[src/hw/rtl/o2s_pkg.sv]
// ----------------------------------------------------------------------------
// o2s_pkg
// Widths, point type and result codes of the orientation predicate unit.
// ----------------------------------------------------------------------------
package o2s_pkg;

  localparam int COORD_BITS  = 24;
  localparam int ID_BITS     = 32;
  localparam int DET_WIDTH   = 51;
  localparam int DIFF_W      = COORD_BITS + 1;
  localparam int PROD_W      = 2 * DIFF_W;
  localparam int DET_EXACT_W = PROD_W + 1;
  localparam int DET_CALC_W  = (DET_EXACT_W > DET_WIDTH) ? DET_EXACT_W : DET_WIDTH;

  localparam logic signed [1:0] ORI_POS = 2'sb01;
  localparam logic signed [1:0] ORI_NEG = 2'sb11;

  typedef struct packed {
    logic signed [COORD_BITS-1:0] x;
    logic signed [COORD_BITS-1:0] y;
    logic [ID_BITS-1:0]           id;
  } pt_t;

endpackage

[src/hw/rtl/orient2d_sos_predicate_unit.sv]
// ----------------------------------------------------------------------------
// orient2d_sos_predicate_unit: exact 2D orientation with symbolic tie break
// A result passes through the input, product and output registers before it is valid on the outputs.
// Throughput: one item per cycle while out_stall does not hold the pipeline; each of the three stages holds one item.
// Reset clears only the stage valid flags; the datapath registers are not reset.
// ----------------------------------------------------------------------------
module orient2d_sos_predicate_unit
  import o2s_pkg::*;
(
  input  logic                         clk,
  input  logic                         rst,
  input  logic                         in_valid,
  output logic                         in_stall,
  input  logic signed [COORD_BITS-1:0] a_x,
  input  logic signed [COORD_BITS-1:0] a_y,
  input  logic [ID_BITS-1:0]           a_id,
  input  logic signed [COORD_BITS-1:0] b_x,
  input  logic signed [COORD_BITS-1:0] b_y,
  input  logic [ID_BITS-1:0]           b_id,
  input  logic signed [COORD_BITS-1:0] c_x,
  input  logic signed [COORD_BITS-1:0] c_y,
  input  logic [ID_BITS-1:0]           c_id,
  output logic                         out_valid,
  input  logic                         out_stall,
  output logic signed [1:0]            orientation,
  output logic signed [DET_WIDTH-1:0]  determinant
);

  // Stage 1 is the input register. It captures the three points as they
  // arrive, so the multipliers of stage 2 start from registered operands.
  pt_t  pa, pb, pc;
  logic s1_valid;
  logic s1_stall;
  logic s1_adv;

  // Stage 2 holds the two cross products and the tie-break sign.
  logic                     s2_valid;
  logic                     s2_stall;
  logic signed [PROD_W-1:0] prod_l;
  logic signed [PROD_W-1:0] prod_r;
  logic                     tie_neg;

  // Each stage advances when it is empty or when the stage after it takes
  // its item, so a bubble anywhere is squeezed out and a waiting result in
  // the output register does not hold back stages that still have room.
  assign s1_adv   = !s1_valid || !s1_stall;
  assign in_stall = !s1_adv;

  always_ff @(posedge clk) begin
    if (rst) begin
      s1_valid <= 1'b0;
    end else if (s1_adv) begin
      s1_valid <= in_valid;
    end
  end

  always_ff @(posedge clk) begin
    if (s1_adv && in_valid) begin
      pa <= '{x: a_x, y: a_y, id: a_id};
      pb <= '{x: b_x, y: b_y, id: b_id};
      pc <= '{x: c_x, y: c_y, id: c_id};
    end
  end

  // Stage 2: differences against point c, the two signed multiplies of the
  // determinant, and the sort-by-id tie break, which is only used when the
  // determinant turns out to be zero.
  o2s_prod_stage u_prod_stage (
    .clk      (clk),
    .rst      (rst),
    .up_valid (s1_valid),
    .up_stall (s1_stall),
    .a        (pa),
    .b        (pb),
    .c        (pc),
    .dn_valid (s2_valid),
    .dn_stall (s2_stall),
    .prod_l   (prod_l),
    .prod_r   (prod_r),
    .tie_neg  (tie_neg)
  );

  // Stage 3: one wide subtract gives the exact determinant; its sign, or the
  // tie-break sign when it is zero, becomes the orientation.
  o2s_out_stage u_out_stage (
    .clk         (clk),
    .rst         (rst),
    .up_valid    (s2_valid),
    .up_stall    (s2_stall),
    .prod_l      (prod_l),
    .prod_r      (prod_r),
    .tie_neg     (tie_neg),
    .out_valid   (out_valid),
    .out_stall   (out_stall),
    .orientation (orientation),
    .determinant (determinant)
  );

endmodule

[src/hw/rtl/o2s_tiebreak.sv]
// ----------------------------------------------------------------------------
// o2s_tiebreak
// Symbolic tie break for collinear points: sorts the points by id with swap
// parity and picks the sign from the first unequal coordinate comparison.
// ----------------------------------------------------------------------------
module o2s_tiebreak
  import o2s_pkg::*;
(
  input  pt_t  a,
  input  pt_t  b,
  input  pt_t  c,
  output logic tie_neg
);

  pt_t  s1_0, s1_1, s2_1, s2_2, p0, p1, p2;
  logic sw1, sw2, sw3, par_neg;

  // Three stable compare-exchange steps, the same order as a bubble sort.
  always_comb begin
    sw1  = (b.id < a.id);
    s1_0 = sw1 ? b : a;
    s1_1 = sw1 ? a : b;
    sw2  = (c.id < s1_1.id);
    s2_1 = sw2 ? c : s1_1;
    s2_2 = sw2 ? s1_1 : c;
    sw3  = (s2_1.id < s1_0.id);
    p0   = sw3 ? s2_1 : s1_0;
    p1   = sw3 ? s1_0 : s2_1;
    p2   = s2_2;
    par_neg = sw1 ^ sw2 ^ sw3;
  end

  always_comb begin
    if (p1.x != p2.x) begin
      tie_neg = (p1.x > p2.x) ^ par_neg;
    end else if (p1.y != p2.y) begin
      tie_neg = (p1.y < p2.y) ^ par_neg;
    end else if (p0.x != p2.x) begin
      tie_neg = (p0.x < p2.x) ^ par_neg;
    end else begin
      tie_neg = par_neg;
    end
  end

endmodule

[src/hw/rtl/o2s_prod_stage.sv]
// ----------------------------------------------------------------------------
// o2s_prod_stage
// Forms the coordinate differences, the two cross products and the tie-break
// sign, and holds them in a pipeline register.
// ----------------------------------------------------------------------------
module o2s_prod_stage
  import o2s_pkg::*;
(
  input  logic                     clk,
  input  logic                     rst,
  input  logic                     up_valid,
  output logic                     up_stall,
  input  pt_t                      a,
  input  pt_t                      b,
  input  pt_t                      c,
  output logic                     dn_valid,
  input  logic                     dn_stall,
  output logic signed [PROD_W-1:0] prod_l,
  output logic signed [PROD_W-1:0] prod_r,
  output logic                     tie_neg
);

  logic signed [DIFF_W-1:0] dax, day, dbx, dby;
  logic signed [PROD_W-1:0] prod_l_next, prod_r_next;
  logic                     tie_neg_next;
  logic                     adv;

  assign dax = DIFF_W'(a.x) - DIFF_W'(c.x);
  assign day = DIFF_W'(a.y) - DIFF_W'(c.y);
  assign dbx = DIFF_W'(b.x) - DIFF_W'(c.x);
  assign dby = DIFF_W'(b.y) - DIFF_W'(c.y);

  assign prod_l_next = PROD_W'(dax) * PROD_W'(dby);
  assign prod_r_next = PROD_W'(day) * PROD_W'(dbx);

  o2s_tiebreak u_tiebreak (
    .a       (a),
    .b       (b),
    .c       (c),
    .tie_neg (tie_neg_next)
  );

  assign adv      = !dn_valid || !dn_stall;
  assign up_stall = !adv;

  always_ff @(posedge clk) begin
    if (rst) begin
      dn_valid <= 1'b0;
    end else if (adv) begin
      dn_valid <= up_valid;
    end
  end

  always_ff @(posedge clk) begin
    if (adv && up_valid) begin
      prod_l  <= prod_l_next;
      prod_r  <= prod_r_next;
      tie_neg <= tie_neg_next;
    end
  end

endmodule

[src/hw/rtl/o2s_out_stage.sv]
// ----------------------------------------------------------------------------
// o2s_out_stage
// Subtracts the cross products, derives the orientation sign and holds the
// result in the output register.
// ----------------------------------------------------------------------------
module o2s_out_stage
  import o2s_pkg::*;
(
  input  logic                        clk,
  input  logic                        rst,
  input  logic                        up_valid,
  output logic                        up_stall,
  input  logic signed [PROD_W-1:0]    prod_l,
  input  logic signed [PROD_W-1:0]    prod_r,
  input  logic                        tie_neg,
  output logic                        out_valid,
  input  logic                        out_stall,
  output logic signed [1:0]           orientation,
  output logic signed [DET_WIDTH-1:0] determinant
);

  logic signed [DET_CALC_W-1:0] det;
  logic signed [1:0]            orientation_next;
  logic                         adv;

  assign det = DET_CALC_W'(prod_l) - DET_CALC_W'(prod_r);

  // The exact determinant decides whenever it is nonzero.
  always_comb begin
    if (det == '0) begin
      orientation_next = tie_neg ? ORI_NEG : ORI_POS;
    end else begin
      orientation_next = det[DET_CALC_W-1] ? ORI_NEG : ORI_POS;
    end
  end

  assign adv      = !out_valid || !out_stall;
  assign up_stall = !adv;

  always_ff @(posedge clk) begin
    if (rst) begin
      out_valid <= 1'b0;
    end else if (adv) begin
      out_valid <= up_valid;
    end
  end

  always_ff @(posedge clk) begin
    if (adv && up_valid) begin
      orientation <= orientation_next;
      determinant <= det[DET_WIDTH-1:0];
    end
  end

endmodule

[config.mk]
export PLATFORM = sky130hd
export DESIGN_NAME = orient2d_sos_predicate_unit
export DESIGN_NICKNAME = d
export VERILOG_FILES = /design/src/hw/rtl/o2s_pkg.sv /design/src/hw/rtl/orient2d_sos_predicate_unit.sv /design/src/hw/rtl/o2s_tiebreak.sv /design/src/hw/rtl/o2s_prod_stage.sv /design/src/hw/rtl/o2s_out_stage.sv
export SDC_FILE = /design/constraint.sdc
export NUM_CORES = 2
export LEC_CHECK = 0
export ABC_AREA = 0
export BUFFER_PORTS_ARGS = -buffer_cell sky130_fd_sc_hd__clkbuf_2
export CAP_MARGIN = 15
export CORE_MARGIN = 4
export CORE_UTILIZATION = 50
export CTS_CLUSTER_SIZE = 16
export DETAILED_ROUTE_END_ITERATION = 8
export GPL_TIMING_DRIVEN = 0
export PLACE_DENSITY = 0.75
export SLEW_MARGIN = 20
export SYNTH_ARGS = -nofsm -noshare
export SYNTH_HDL_FRONTEND = slang
export SYNTH_SLANG_ARGS = --single-unit
[constraint.sdc]
create_clock -name clk -period 17 [get_ports clk]
set_input_delay 1.7 -clock clk [delete_from_list [all_inputs] [get_ports clk]]
set_output_delay 1.7 -clock clk [all_outputs]
set_load 0.1 [all_outputs]
==> summary.md <==
| Metric | Value |
|---|---|
| Die area | `0.146 mm^2` |
| Routed vias | `55549` |
| CP Launch Type | `flip-flop` |
| Unrepaired setup endpoints after global routing | `no` |
| Final WL | `250 mm` |
| First-pass GRT wire length | `369 mm` |
| CTS clk-pin slew, worst paths | `0.06 ns` |
| Mapped Area | `0.0699 mm^2` |
| Critical path capture point type | `flip-flop` |
| Register bit total from synthesis | `396` |
| Synth unique cells | `82` |
| Layout Cells excl Fill | `9610` |
| Antenna viol nets, final | `0` |
| Crit share post-route | `0.968` |
| Worst rel slew slack | `0.135` |
| Die W | `382 um` |
| Crit path DAT | `16.83 ns` |
| R2R Path Start | `pb[25]` |
| CTS tree | `yes` |
| Max Freq | `0.0608 GHz` |
| Hold path start | `s1_valid` |
| Inst Count DP | `9505` |
| Slowest CP cell | `buf_1` |
| CTS Hold Bufs | `0` |
| Drt via density | `5.78` |
| Initial antenna violation count | `17` |
| Post-CTS Setup Repair Bufs | `0` |
| Most common cell after layout, fill and taps aside | `inv_1` |
| Root buf cell | `clkbuf_16` |
| TritonCTS Buffers | `49` |
| Syn nets | `9431` |
| Req. time, crit path | `17.38 ns` |
| Hold Crit Depth | `2` |
| Final setup fails | `0` |
| Synthesis Warnings | `0` |
| Sequential share of the synthesized area | `0.170` |
| Worst-path fanout max | `10` |
| DRT Pass-1 Iters | `9` |
| Async S/R FF share, synth | `0` |
| Number of synthesized flops with an enable pin | `393` |
| Largest net degree at the start of global routing | `33` |
| Num rows | `136` |
| Initial Util | `0.506` |
| Cell count of the worst reg-to-reg path | `53` |
| DRC viols | `0` |
| Design Area, Final | `0.0772 mm^2` |
| Area Growth Syn to Fin | `10.5%` |
| Final design utilization | `0.559` |
| Fillers | `12279` |
| I/O Pins | `299` |
| Max_cap viols | `0` |
| Fin Clk Skew | `0.0590 ns` |
| Core area | `0.138 mm^2` |
| CP startpoint | `pb[25]` |
| GPL Wtd Cong | `1.01` |
| Layout cells sized above 1 | `0.0794` |
| CTS Sinks | `396` |
| Post-DR wirelength/cell | `26.0 um` |
| Grt total ovfl | `0` |
| Post-Syn Area per Cell | `9.61 um^2` |
| Post-CTS Resized | `0` |
| Most frequent cells in the layout | `inv_1 (1375), fa_1 (1319), nand2_1 (984)` |
| Synthesized netlist cell count | `7273` |
| Final Max Tran Viols | `0` |
| Worst path max stage delay | `0.70 ns` |
| Final hold viol count | `0` |
| Gr usage total | `0.344` |
| Most numerous cell on the critical path | `a21o_1` |
| Crit Path Category | `reg -> reg` |
| Synth Flop Type | `edfxtp_1` |
| Die height | `382 um` |
| Hold crit path type | `reg -> reg` |
| Crit path time final | `16.45 ns` |
| Cell Area, Placed | `0.0755 mm^2` |
| Hpwl dp | `214 mm` |
| Clk_lat worst skew | `0.68 ns` |
| Worst-case clock buffer depth | `3` |
| Number of global-route vias before repair | `57179` |
| Port bufs | `297` |
| H-tree levels | `2` |
| Nets | `9851` |
| DRT iter0 DRCs | `6049` |
| Status | `completed` |
| Worst Max-Slew Pin Slew | `1.29 ns` |
-- sequential cells by signal (all words and copies together) (netlist names) --
signal                   count
pa                          80
pb                          80
pc                          80
u_out_stage.determinant     51
u_prod_stage.prod_l         50
u_prod_stage.prod_r         50
s1_valid                     1
u_out_stage.orientation      1
u_out_stage.out_valid        1
u_prod_stage.dn_valid        1
u_prod_stage.tie_neg         1
-- synthesized netlist by cell type (6+ instances only) --
cell       instances  area share
inv_1           1375       0.074
fa_1            1321        0.38
nand2_1          984       0.053
ha_1             593        0.11
nor2_1           554       0.030
edfxtp_1         393        0.17
a21oi_1          378       0.027
clkbuf_1         232       0.012
xnor2_1          191       0.024
a21o_1           128       0.014
o21ai_0          115      0.0082
and2_1            92      0.0082
xor2_1            92       0.012
nor2b_1           70      0.0063
nand2b_1          65      0.0058
nand4_1           56      0.0050
and3_1            55      0.0049
nand3_1           51      0.0037
nor3_1            50      0.0036
o21a_1            42      0.0045
a222oi_1          37      0.0053
a211oi_1          35      0.0038
mux2i_1           33      0.0047
o21bai_1          29      0.0031
a31oi_1           25      0.0022
a221o_1           23      0.0033
or2_2             22      0.0020
o211ai_1          17      0.0018
o31ai_1           17      0.0018
or3_1             15      0.0013
nor4_1            13      0.0012
buf_1             12     0.00064
a211o_1           11      0.0014
a22oi_1           11      0.0012
a21boi_0           9     0.00097
o31a_1             9      0.0011
or4_1              8     0.00086
a2111oi_0          7     0.00088
a31o_2             7     0.00088
o211a_1            7      0.0010
o21ai_1            7     0.00050
o2111ai_1          6     0.00075
-- final timing paths --
kind / slack, ns / end
hold / removal: 0.52 / s1_valid
setup / recovery: 0.55 / u_prod_stage.tie_neg
hold reg to reg: 0.52 / s1_valid
setup reg to reg: 0.55 / u_prod_stage.tie_neg
-- worst max-delay path: cells and delay by family (launching register included) --
| family | cells | cell delay, ns |
|---|---|---|
| adders and majority gates | 4 | 1.24 |
| and+or+nand+nor | 8 | 2.09 |
| AOI/OAI and AO/OA | 29 | 7.25 |
| xor gates and xnor gates | 2 | 0.67 |
| muxes | 3 | 0.77 |
| DFF | 1 | 0.43 |
| buffers and inverters | 7 | 3.64 |
-- through the flow --
stage               setup TNS (ns)  setup WS (ns)  hold slack, ns
floorplan                        0           3.68           0.444
global placement            -30.56         -0.188           0.464
detailed placement               0          0.298           0.506
CTS                              0          0.224           0.524
global route                     0         0.0405           0.560
finish                           0          0.547           0.524
-- layer usage --
layer  track usage  up-vias  share of wire
met4         0.154       20          0.060
met1         0.466    27924           0.39
met2         0.512     3062           0.42
li1              -    23945              -
met3         0.106      598           0.12
met5             0        -        0.00056
-- area by class of cell --
type / instances / area (um^2) / area share
flip-flops and latches: 396 / 11900 / 0.154
inverters: 1377 / 5170 / 0.0669
well taps: 1863 / 2330 / 0.0302
diodes: 13 / 32.5 / 0.000421
clock inverters: 35 / 382 / 0.00494
plain buffers: 247 / 943 / 0.0122
clock buffers: 57 / 1290 / 0.0167
multi-input cells: 5253 / 52700 / 0.682
repair buffers: 369 / 2530 / 0.0327
-- kinds of logic after synthesis --
family                     Yosys count  synth area share
AOI/OAI and AO/OA                  961            0.0894
other                                1         0.0000536
buffers and inverters             1624            0.0873
DFF                                396             0.170
and+or+nand+nor                   2056             0.128
muxes                               38           0.00553
adders and majority gates         1914             0.484
xor gates and xnor gates           283            0.0355
Power is not shown: default switching activity piles up to over one toggle a cycle in this logic, so the estimate is an artifact.
